**src/rtl/core/ssih_pkg.sv**
```systemverilog
// Shared widths, register codes and stage types for the segment crossing
// height unit. No dependencies.
package ssih_pkg;

  localparam int FRAC_BITS = 16;

  localparam int CW   = 33;
  localparam int XW   = 2 * CW + 1;
  localparam int DW   = XW;
  localparam int QW   = ((FRAC_BITS > 16) ? FRAC_BITS : 16) + 1;
  localparam int NW   = DW + FRAC_BITS;
  localparam int RW   = DW + QW;
  localparam int MW   = (NW > RW) ? NW : RW;
  localparam int TW   = QW + 1;
  localparam int PW   = CW + TW;
  localparam int DXW  = PW - FRAC_BITS;
  localparam int ZW   = DXW + 1;
  localparam int SQW  = 2 * DXW;
  localparam int SW   = SQW + 1;

  localparam int IDX_W = 8;
  localparam int IN_W  = 384;
  localparam int OUT_W = 72;

  localparam logic [IDX_W-1:0] REG_THRESHOLD = IDX_W'(0);
  localparam logic [IDX_W-1:0] REG_TOLERANCE = IDX_W'(1);
  localparam logic [31:0]      THR_RESET     = 32'd429497;
  localparam logic [15:0]      TOL_RESET     = 16'd7;
  localparam logic [QW-1:0]    ONE_Q         = QW'(1) << FRAC_BITS;

  typedef struct packed {
    logic [CW-1:0] rdx;
    logic [CW-1:0] rdy;
    logic [CW-1:0] dz;
    logic [31:0]   rsz;
    logic [33:0]   zlo;
    logic [33:0]   zhi;
  } side_t;

  typedef struct packed {
    logic [RW-1:0] r;
    logic [RW-1:0] d;
    logic [QW-1:0] q;
    logic          neg;
  } dv_t;

  typedef struct packed {
    side_t side;
    dv_t   t;
    dv_t   u;
    logic  miss;
  } stage_t;

endpackage

```
**src/rtl/core/ssih_div_step.sv**
```systemverilog
// One restoring division step for both the t and u quotients.
// Depends on ssih_pkg.
module ssih_div_step (
  input  logic             clk,
  input  logic             rst,
  input  logic             ce,
  input  logic             in_valid,
  input  ssih_pkg::stage_t in_st,
  output logic             out_valid,
  output ssih_pkg::stage_t out_st
);
  import ssih_pkg::*;

  function automatic dv_t step(dv_t x);
    dv_t y;
    y = x;
    if (x.r >= x.d) begin
      y.r = x.r - x.d;
      y.q = {x.q[QW-2:0], 1'b1};
    end else begin
      y.q = {x.q[QW-2:0], 1'b0};
    end
    y.d = x.d >> 1;
    return y;
  endfunction

  always_ff @(posedge clk) begin
    if (rst) begin
      out_valid <= 1'b0;
    end else if (ce) begin
      out_valid <= in_valid;
    end
  end

  always_ff @(posedge clk) begin
    if (ce) begin
      out_st.side <= in_st.side;
      out_st.miss <= in_st.miss;
      out_st.t    <= step(in_st.t);
      out_st.u    <= step(in_st.u);
    end
  end

endmodule

```
**config.mk**
```make
export PLATFORM = sky130hd
export DESIGN_NAME = ssih_div_step
export DESIGN_NICKNAME = d
export VERILOG_FILES = /design/src/rtl/core/ssih_pkg.sv /design/src/rtl/core/ssih_div_step.sv
export SDC_FILE = /design/constraint.sdc
export NUM_CORES = 1
export LEC_CHECK = 0
export BUFFER_PORTS_ARGS = -buffer_cell sky130_fd_sc_hd__clkbuf_2
export CAP_MARGIN = 0
export CORE_AREA = 2 2 441 443
export CTS_CLUSTER_DIAMETER = 50
export DETAILED_ROUTE_END_ITERATION = 10
export DIE_AREA = 0 0 443 445
export HOLD_SLACK_MARGIN = 0.05
export PLACE_DENSITY_LB_ADDON = 0.25
export SLEW_MARGIN = 10
export SYNTH_ARGS = -nofsm -noshare
export SYNTH_HDL_FRONTEND = slang
export SYNTH_SLANG_ARGS = --single-unit
```
**constraint.sdc**
```tcl
create_clock -name clk -period 5.5 [get_ports clk]
set_clock_uncertainty 0.15 [all_clocks]
set_input_delay 1.1 -clock clk [delete_from_list [all_inputs] [get_ports clk]]
set_output_delay 1.1 -clock clk [all_outputs]
set_load 0.01 [all_outputs]
```
==> summary.md <==
| Metric | Value |
|---|---|
| Status | complete, no violations |
| Antenna violations before repair | around 110 |
| Commonest register cell after synthesis | edfxtp_1 |
| Most instantiated library cell after synthesis | edfxtp_1 |
| Top cell type's share of synthesized area | between 50% and 60% |
| Clock period minus worst slack | around 4700 ps |
| Synthesized area | between 20000 and 30000 µm² |
| Worst path arrival time | around 5000 ps |
| Via Count | around 27000 |
| Final worst-path setup slack | roughly 840 ps |
| Power per cell area | approximately 360 nW/µm² |
| Max-slew violations | 0 |
| Pre-CTS setup slack | between 150 and 200 ps |
| Starting Density | 15.6% |
| Post-cts sizing count | 0 |
| Synth cell types | 80 |
| Setup crit end kind | register |
| I/O Buffers | 1144 |
| Max_cap viols | 0 |
| Lkg Pwr | roughly 19 nW |
| Largest net degree at the start of global routing | between 80 and 90 |
| Clock root cell | clkbuf_16 |
| Grt total ovfl | 0 |
| Cts bufs inserted | roughly 100 |
| CP Launch Type | input port |
| DRT Wirelength | 167 mm |
| Worst relative slew slack | between 30% and 40% |
| Hpwl dp | 143 mm |
| TNS Setup | 0 ps |
| Die Area | ~200000 µm² |
| Cts hold-fix bufs | 0 |
| Worst Tran Pin Value | between 900 and 1000 ps |
| Fin crit share | roughly 85% |
| Total core area | about 190000 µm² |
| YS warnings | 0 |
| Cells after synthesis | between 2000 and 3000 |
| Clk_lat worst skew | roughly 720 ps |
| Final ANT Viol Nets | 0 |
| Proportion of layout cells with a drive suffix above 1 | a little over a third |
| TritonCTS clock tree | done |
| Kind of critical path | in -> reg |
| Area grow syn2layout | 43.6% |
| # Post-CTS Setup Buffers | 0 |
| Share of flip-flops with an asynchronous set or reset | 0% |
| First-pass GRT wire length | 221 mm |
| Commonest cells in the netlist | edfxtp_1, nand2_1, o21ai_0, a21oi_1, inv_1 |
| Gr usage total | between 15 and 20% |
| FMAX | 0.215 GHz |
| Syn_area_per_cell | between 10 and 15 µm² |
| Detailed-route wire length per cell | 25.3 µm |
| Fin. Hold Viols | 0 |
| Die span in y | approximately 450 µm |
| Area leader, netlist | edfxtp_1 |
| Placer Congestion | 0.893 |
| Ports | roughly 1100 |
| Die width | 443 µm |
| CTS max path bufs | 3 |
| Hold Path Class | reg -> reg |
| RSZ-0062 raised after global routing | false |
| Layout Nets | about 4700 |
| Vias per inst | a little over 4 |
| Rows | 161 |
| Main area contributors after synthesis | edfxtp_1, ha_1, o21ai_0 |
| Drt first pass iters | 5 |
| Number of global-route vias before repair | 26300 |
| Final number of setup-violating endpoints | 0 |
| Number of enable flip-flop cells after synthesis | 570 |
| Reg clk slew, reported paths | around 60 ps |
| Crit Path Max Fanout | 6 |
| Seq cells post-synth | around 570 |
| Fill cells | approximately 21000 |
| Sequential share of the synthesized area | a little under three fifths |
| Drt initial violations | 2035 |
| CTS sink cnt | 571 |
| Drt drc | 0 |
| H-tree depth | 3 |
| Worst EP required | 5820 ps |
| Peak VDD IR | 0.226 mV |
[where the power goes]
part           internal (mW)  leakage, nW  switching [mW]
registers               5.32         5.58           0.203
logic                   1.15         11.3            1.94
clock network           4.12         1.75            2.62
[worst max-delay path, stage by stage]
cell       delay (ps)
clkbuf_2          100
inv_1              40
ha_1              370
a21o_1            250
or3_1             330
o21ai_1           240
o31ai_1           190
a31oi_1           280
buf_4             180
o2111ai_1         220
nand2_1           140
buf_4             160
o31ai_1            80
buf_4             150
a221oi_1          640
mux2i_1           270
o31ai_1            80
buf_4             150
[path summary, 6_finish.rpt]
check              from  cells past startpoint           to  slack (ps)
min           out_valid                      2    out_valid         360
max reg2reg   out_valid                      2    out_valid        4750
max          in_st[210]                     18  out_st[372]         840
min reg2reg   out_valid                      2    out_valid         360
[metrics by stage]
stage / std cells / total power, mW / cell area, µm² / utilization [%] / hold WS (ps)
6_report: 6588 / 15.3 / 43000 / 22.4 / 356
5_1_grt: 6584 / 16.0 / 43000 / 22.4 / 309
4_1_cts: 6577 / 15.6 / 43000 / 22.4 / 281
3_5_place_dp: 6381 / 8.70 / 39400 / 20.5 / 344
3_3_place_gp: 6381 / 8.72 / 39400 / 20.5 / 331
2_1_floorplan: 2718 / 7.02 / 30000 / - / 378
[state kept, by name (all words and copies together), names as in the netlist]
signal     flops
out_valid      1
out_st       570
[final cells by class]
type	count	area, µm²	area share, %
Tap cell	2526	3160	7.34
Multi-Input combinational cell	1788	11500	26.6
Clock inverter	79	943	2.19
Sequential cell	571	17100	39.8
Clock buffer	117	2670	6.21
Antenna cell	11	27.5	0.0639
Timing Repair Buffer	1266	6790	15.8
Inverter	230	863	2.01
[logic make-up after synthesis]
group                    after synthesis  synth area share (%)
AO/OA/AOI/OAI                        795                  16.0
AND/OR/NAND/NOR                      656                  10.1
flip-flops                           571                  57.2
buffers and inverters                359                  4.69
adder cells (fa/ha/maj)              170                  7.14
XOR/XNOR                             155                  4.53
multiplexers                          10                 0.367
other                                  1                0.0125
[cells in the final DEF (no fill, tap or decap), types with 10 or more instances in the layout]
cell type / instances
o21bai_1: 42
edfxtp_1: 570
a21oi_1: 237
clkinv_1: 11
inv_6: 25
a31oi_1: 13
inv_1: 229
ha_1: 168
nand4_1: 84
clkbuf_1: 12
xnor2_1: 105
clkbuf_16: 105
a211oi_1: 15
buf_4: 111
nand2b_1: 18
a21o_1: 70
and3_1: 10
diode_2: 11
nand3_1: 25
nand2_1: 313
o21a_1: 27
clkbuf_2: 1143
buf_12: 11
o21ai_1: 29
o211ai_1: 10
nor2_1: 106
o31ai_1: 20
a221oi_1: 10
xor2_1: 50
nor3_1: 33
o21ai_0: 254
and2_1: 10
bufinv_16: 11
inv_8: 10
[routing by layer]
layer,GRT usage [%],wire length (µm)
met5,0,55
met2,26.2,77600
met4,3.92,4570
met3,4.60,12300
met1,21.1,72400
Note: power is estimated with default switching activity, not from simulation.
